`src/rtl/core/cau_pkg.sv`:
```
`timescale 1ns / 1ps
`default_nettype none
// ----------------------------------------------------------------------------
// cau_pkg
// Shared types and constants of the complex arithmetic unit.
// ----------------------------------------------------------------------------
package cau_pkg;

    localparam int DATA_W    = 32;
    localparam int PROD_W    = 64;
    localparam int DIV_STEPS = DATA_W;

    localparam logic [DATA_W-1:0] SAT_POS = 32'h7FFF_FFFF;
    localparam logic [DATA_W-1:0] SAT_NEG = 32'h8000_0000;

    typedef enum logic [1:0] {
        OP_ADD = 2'd0,
        OP_MUL = 2'd1,
        OP_DIV = 2'd2,
        OP_NOP = 2'd3
    } t_op;

    // One result part in sign-magnitude form while the quotient is built.
    // For add and multiply num already holds the magnitude.
    typedef struct packed {
        logic              s;
        logic              huge;
        logic [PROD_W-1:0] rem;
        logic [DATA_W-1:0] num;
    } t_div_part;

    typedef struct packed {
        t_op               op;
        logic              dbz;
        logic [PROD_W-1:0] d;
        t_div_part         re;
        t_div_part         im;
    } t_div_item;

endpackage
`default_nettype wire

```
`src/rtl/core/cau_div_step.sv`:
```
`timescale 1ns / 1ps
`default_nettype none
// ----------------------------------------------------------------------------
// cau_div_step
// One restoring-division stage: one quotient bit for each result part.
// ----------------------------------------------------------------------------
module cau_div_step (
    input  wire logic               i_clk,
    input  wire logic               i_rst_n,
    input  wire logic               i_en,
    input  wire logic               i_vld,
    input  wire cau_pkg::t_div_item i_item,
    output logic                    o_vld,
    output cau_pkg::t_div_item      o_item
);
    import cau_pkg::*;

    logic      r_vld;
    t_div_item r_item;
    t_div_item n_item;

    function automatic t_div_part step(input t_div_part p, input logic [PROD_W-1:0] d);
        logic [PROD_W:0] r2;
        logic            ge;
        t_div_part       q;
        r2     = {p.rem, p.num[DATA_W-1]};
        ge     = (r2 >= {1'b0, d});
        q      = p;
        q.rem  = ge ? PROD_W'(r2 - {1'b0, d}) : r2[PROD_W-1:0];
        q.num  = {p.num[DATA_W-2:0], ge};
        return q;
    endfunction

    always_comb begin
        n_item = i_item;
        if (i_item.op == OP_DIV) begin
            n_item.re = step(i_item.re, i_item.d);
            n_item.im = step(i_item.im, i_item.d);
        end
    end

    always_ff @(posedge i_clk) begin
        if (!i_rst_n) begin
            r_vld <= 1'b0;
        end else if (i_en) begin
            r_vld <= i_vld;
        end
    end

    always_ff @(posedge i_clk) begin
        if (i_en) begin
            r_item <= n_item;
        end
    end

    assign o_vld  = r_vld;
    assign o_item = r_item;

endmodule
`default_nettype wire

```
`config.mk`:
```
export PLATFORM = sky130hd
export DESIGN_NAME = cau_div_step
export DESIGN_NICKNAME = d
export VERILOG_FILES = /design/src/rtl/core/cau_pkg.sv /design/src/rtl/core/cau_div_step.sv
export SDC_FILE = /design/constraint.sdc
export NUM_CORES = 1
export LEC_CHECK = 0
export BUFFER_PORTS_ARGS = -buffer_cell sky130_fd_sc_hd__buf_2
export CORE_MARGIN = 1.5
export CORE_UTILIZATION = 25
export CTS_CLUSTER_DIAMETER = 50
export DETAILED_ROUTE_END_ITERATION = 10
export GPL_TIMING_DRIVEN = 0
export PLACE_DENSITY = 0.45
export SLEW_MARGIN = 20
export SYNTH_ARGS = -nofsm -noshare
export SYNTH_HDL_FRONTEND = slang
export SYNTH_SLANG_ARGS = --single-unit
```
`constraint.sdc`:
```
create_clock -name i_clk -period 5.2 [get_ports i_clk]
set_input_delay 1.04 -clock i_clk [delete_from_list [all_inputs] [get_ports i_clk]]
set_output_delay 1.04 -clock i_clk [all_outputs]
set_load 0.02 [all_outputs]
```
==> flow_summary.yaml, run 1 <==
sta:
  slew_headroom: 0.3292
  fin_crit_sh: 0.9718
  finalHoldViolations: 0
  fin_crit_ps: 5053
  worst_hold_slack_ps: 517.1
  slew_viol_final: 0
  setup_ws_ps: 146.7
  rsz0062_at_grt: "false"
  setup_viol: 0
  worst_pin_slew_ps: 1006
  skew_ps: 0
  fmax_ghz: 0.1979
power_and_ir_drop:
  p_leak_nw: 10.91
  p_int_mw: 5.080
  pwr-share-seq: 0.338
  p_comb_frac: 0.298
  clock_power_share: 0.364
  peakVddDrop_mv: 0.2222
  switchingPower_mw: 2.746
  switching_share: 0.3508
  powerDensity_nw_per_um2: 313.5
routing:
  routed.top_layer: "met5"
  drt-met1-wl_mm: 36.93
  drtAntennaViolNets: 0
  wl_met3_mm: 6.071
  wl_per_cell_um: 22.76
  vias: 19230
  drt_drc_violations_left: 0
  first_pass_iters: 5
  wl_met2_mm: 41.86
  viasPerCell: 4.979
  drt_iter0_drc: 1240
  totalWireLength_mm: 87.91
synth:
  synth-edff-count: 263
  syn_avg_cell_area_sq_um: 8.784
  syn_nets: 2607
  yosysMostFrequentCell: "nand2_1"
  synth_top_area_cell: "edfxtp_1"
  synthArstFlopShare: 0
  synth_seq_cells: 264
  synth_cell_type_count: 82
  yosysTopAreaCellShare: 0.4068
  syn_inst: 2210
  ys.flop_type: "edfxtp_1"
  yosys-top-cells-area: "edfxtp_1 (41%), ha_1 (8.3%), nand2_1 (7.8%)"
  synth_commonest_cells: "nand2_1 (403), edfxtp_1 (263), a21oi_1 (232)"
  syn_area_sq_um: 19410
  ys_warn_count: 0
  ys_seq_area_frac: 0.4079
cts:
  cts_buffer_depth: 3
  htreeDepth: 2
  clkSlewWorstSetupHoldPaths_ps: 50
  cts_tree: "built"
  root_buffer: "clkbuf_16"
  cts_buffers: 44
  cts_sinks: 264
  clk_latency_ps: 560
setup_path:
  crit_chain: "buf_2 > inv_1 > ha_1 > buf_4 > a21o_1 > a211oi_1 > nand3_1 > nand2_1 > o21ai_1 > a21oi_4 > o21ba_2 > o311a_1 > o211a_1 > clkbuf_4 > buf_2 > mux2i_1 > o21ai_0"
  worstPathMaxFanout: 10
  slowest_stage: "o21ai_0"
  cp_common_cell: "buf_2"
  crit_arrival_ps: 5340
  cp.required_ps: 5480
  critical_path_class: "in -> reg"
  start_kind: "primary input"
  cp_slowest_stage_delay_ps: 550
  end_kind: "flip-flop"
run_status:
  run_status: "completed"
grt:
  gr-total-overflow: 0
  grtUsageTotal: 0.2122
  grt_max_degree: 99
  grt_pass1_vias: 18957
  antenna_found_initial: 27
  grt_pass1_wl_mm: 124.0
min_path:
  min_path_type: "reg -> reg"
placement:
  place_ws_ps: -1282
  place_inst: 3774
  dp_hpwl_mm: 72.62
  io_buffer_count: 530
  dpl_cell_area_sq_um: 23450
  place.gp.congestion: 0.9147
layout:
  fin_util: 0.3265
  drive_gt1_frac: 0.2374
  stdcell_count: 3862
  final_cell_area_sq_um: 24960
  area_growth_pct: 28.59
  nets: 3188
die:
  io_pins: 531
  row_count: 101
  die_h_um: 281.7
  dieArea_sq_um: 79330
  fp.dieW_um: 281.7
  start_util: 0.2539
  core_area_sq_um: 76450
job:
  drv_cap: 0
[power by group through the flow]
stage / registers, mW / logic [mW] / clock network [mW]
floorplan: 2.95 / 1.14 / 0
global placement: 2.70 / 2.31 / 0
detailed placement: 2.69 / 2.31 / 0
CTS: 2.65 / 2.33 / 2.94
global route: 2.67 / 2.54 / 3.03
finish: 2.65 / 2.33 / 2.85
[cell usage in the layout (no fill, tap or decap), types with 10 or more instances in the layout]
master / count
o21a_1: 16
xnor2_1: 70
edfxtp_1: 263
a31oi_1: 17
a21o_1: 51
o21ai_0: 198
clkbuf_16: 45
o21ai_1: 10
o21bai_1: 42
buf_4: 11
nor3_1: 37
a21oi_1: 232
nor2_1: 137
a211oi_1: 18
ha_1: 128
clkbuf_1: 83
xor2_1: 42
mux2i_1: 69
nand3_1: 32
inv_1: 109
buf_2: 540
nand4_1: 52
nor2b_1: 10
nand2_1: 403
and3_1: 15
[final cells by class]
cell class	count	area [sq um]
diodes	5	12.51
plain buffers	117	520.5
clock buffers	48	1137
clock inverters	34	292.8
fillers	8110	51490
inverters	109	409.1
multi-input cells	1720	10640
flip-flops and latches	264	7918
well taps	1030	1289
repair buffers	535	2745
[kinds of logic after synthesis]
logic type | after synthesis | share of synthesized area
adder cells (fa/ha/maj) | 130 | 0.08456
XOR/XNOR | 112 | 0.05053
AO/OA/AOI/OAI | 656 | 0.2013
AND/OR/NAND/NOR | 751 | 0.1716
buffers and inverters | 226 | 0.04737
multiplexers | 71 | 0.03674
flip-flops | 264 | 0.4079
[through the flow]
stage	total power [mW]	TNS [ps]
after floorplan	4.091	0
after global placement	5.016	-302410
after detailed placement	5.002	-67660
after CTS	7.923	0
after global routing	8.234	0
final	7.826	0
[metal layers]
layer	up-vias	global-route usage
met4	24	0.07210
met5	-	0
met1	9152	0.2620
li1	9176	-
met2	726	0.3636
met3	152	0.04674
[worst paths after layout]
check	startpoint	endpoint	slack, ps	cells past startpoint
worst max-delay path	i_item[202]	o_item[75]$_DFFE_PP_	150	17
worst min-delay path	o_vld$_SDFFE_PN0P_	o_vld$_SDFFE_PN0P_	520	2
worst max register to register	o_vld$_SDFFE_PN0P_	o_vld$_SDFFE_PN0P_	4620	2
worst min register to register	o_vld$_SDFFE_PN0P_	o_vld$_SDFFE_PN0P_	520	2
[state kept, by name, indices dropped and copies added (netlist names)]
name    flops
o_item    263
o_vld       1
[worst max-delay path: cells and delay by family]
kind | cells | cell delay [ps]
buf+inv | 5 | 1080
compound gates | 8 | 2320
mux | 1 | 130
simple gates | 2 | 500
fa+ha+maj | 1 | 240
[what timing repair did]
item | in CTS | in global routing
buffers inserted | 0 | 1
pin swaps | 1 | 1
gates resized for setup | 10 | 5
hold buffers | 0 | 0
endpoints found under the setup margin | 54 | 30
Power figures use the tool's default switching activity.
==> run 2: changes to the inputs <==
- PLACE_DENSITY: 0.45 -> 0.54
==> flow_summary.yaml, run 2 (synthesis gave the netlist of run 1 again) <==
layout:
  seq_area_sq_um: 7918
  layout_common_cells: "buf_2 (540), nand2_1 (403), edfxtp_1 (263), a21oi_1 (232), o21ai_0 (200)"
  drive_gt1_frac: 0.2377
  nets: 3189
  final_common_cell: "buf_2"
  area_growth_pct: 28.94
  largest_reg_flops: 263
  n_fill_cell: 8238
  multiInputGateArea_sq_um: 10630
placement:
  place.gp.congestion: 0.9328
  io_buffer_count: 530
  dp_hpwl_mm: 69.64
  place_ws_ps: -966.7
setup_path:
  start_kind: "primary input"
  cp.required_ps: 5500
  worstPathMaxFanout: 10
  end_kind: "flip-flop"
  critical_path_class: "in -> reg"
  crit_arrival_ps: 5200
grt:
  antenna_found_initial: 26
  grt_max_degree: 85
  grt_pass1_vias: 18334
  grt_pass1_wl_mm: 120.7
  grtUsageTotal: 0.2067
  gr-total-overflow: 0
sta:
  fmax_ghz: 0.2040
  rsz0062_at_grt: "false"
  fin_crit_sh: 0.9425
  setup_ws_ps: 298.8
  finalHoldViolations: 0
  setup_viol: 0
  slew_viol_final: 0
  skew_ps: 0
  fin_crit_ps: 4901
  slew_headroom: 0.2664
  worst_pin_slew_ps: 1100
cts:
  cts_buffers: 46
  htreeDepth: 2
  cts_tree: "built"
  clk_latency_ps: 560
  holdBufCountCts: 0
  cts_sinks: 264
  cts_buffer_depth: 3
  cts_setup_buffers: 0
  root_buffer: "clkbuf_16"
  clkSlewWorstSetupHoldPaths_ps: 60
die:
  core_area_sq_um: 76450
  row_count: 101
  io_pins: 531
  start_util: 0.2539
  fp.dieW_um: 281.7
  die_h_um: 281.7
  dieArea_sq_um: 79330
routing:
  wl_per_cell_um: 22.08
  viasPerCell: 4.902
  vias: 18933
  drt_iter0_drc: 1116
  first_pass_iters: 5
  totalWireLength_mm: 85.26
  drtAntennaViolNets: 0
  drt_drc_violations_left: 0
power_and_ir_drop:
  report.power.total_mw: 7.956
  p_leak_nw: 10.94
  powerDensity_nw_per_um2: 317.9
  peakVddDrop_mv: 0.1926
min_path:
  min_path_type: "reg -> reg"
run_status:
  run_status: "completed"
job:
  drv_cap: 0
run 2: changes by cell type in the layout (fill, tap and decap cells not counted), moves of 2 or more:
cell        change
o21ai_1         -2
o21ai_0         +2
inv_16          -2
inv_8           +4
clkinvlp_4      -2
clkinv_2        -5
clkinv_1        -6
inv_6           +5
clkbuf_1        +4
run 2: final cells by class:
cell class                      count  area share
Multi-Input combinational cell   1720      0.4245
Sequential cell                   264      0.3163
Timing Repair Buffer              534      0.1099
Tap cell                         1030     0.05149
Clock buffer                       52     0.04689
Buffer                            117     0.02074
Inverter                          109     0.01635
Clock inverter                     31     0.01335
Antenna cell                        5   0.0004999
run 2: critical path, stage by stage:
cell,delay (ps)
buf_2,100
inv_1,70
ha_1,360
a21oi_1,350
o21bai_1,100
a22oi_1,220
nand4bb_1,250
and2_1,270
a211oi_2,470
o21a_1,220
clkbuf_1,530
clkbuf_1,620
a21oi_1,140
o21ai_0,450
run 2: final timing paths:
kind / startpoint / endpoint / slack, ps / cells after the start
hold / removal: o_vld$_SDFFE_PN0P_ / o_vld$_SDFFE_PN0P_ / 510 / 2
hold reg to reg: o_vld$_SDFFE_PN0P_ / o_vld$_SDFFE_PN0P_ / 510 / 2
setup reg to reg: o_vld$_SDFFE_PN0P_ / o_vld$_SDFFE_PN0P_ / 4620 / 2
setup / recovery: i_item[206] / o_item[162]$_DFFE_PP_ / 300 / 14
run 2: where the power goes:
group          switching (mW)  internal (mW)  total [mW]
Sequential             0.0479           2.59        2.64
Combinational            1.53          0.780        2.31
Clock                    1.19           1.82        3.01
Total                    2.77           5.19        7.96
run 2: what timing repair did:
item / CTS / global route
endpoints found under the setup margin: 23 / 24
pin swaps: 0 / 1
gates resized for setup: 4 / 7
run 2: routing by layer:
| metal | GRT usage | up-vias | part of all wire |
|---|---|---|---|
| met5 | 0 | - | 0.0024 |
| met4 | 0.05707 | 28 | 0.027 |
| met3 | 0.05577 | 145 | 0.076 |
| met2 | 0.3484 | 650 | 0.47 |
| met1 | 0.2582 | 8916 | 0.42 |
| li1 | - | 9194 | - |
run 2: stage by stage:
stage               cells  instance area (sq um)  utilization  hold WS, ps  setup TNS [ps]
CTS                  3857                  24990       0.3269        513.0               0
floorplan            2210                  19410            -        589.3               0
global route         3861                  25030       0.3274        540.1               0
finish               3862                  25030       0.3274        509.5               0
detailed placement   3774                  23470       0.3069        500.8          -40520
global placement     3770                  23350       0.3055        491.3         -347490
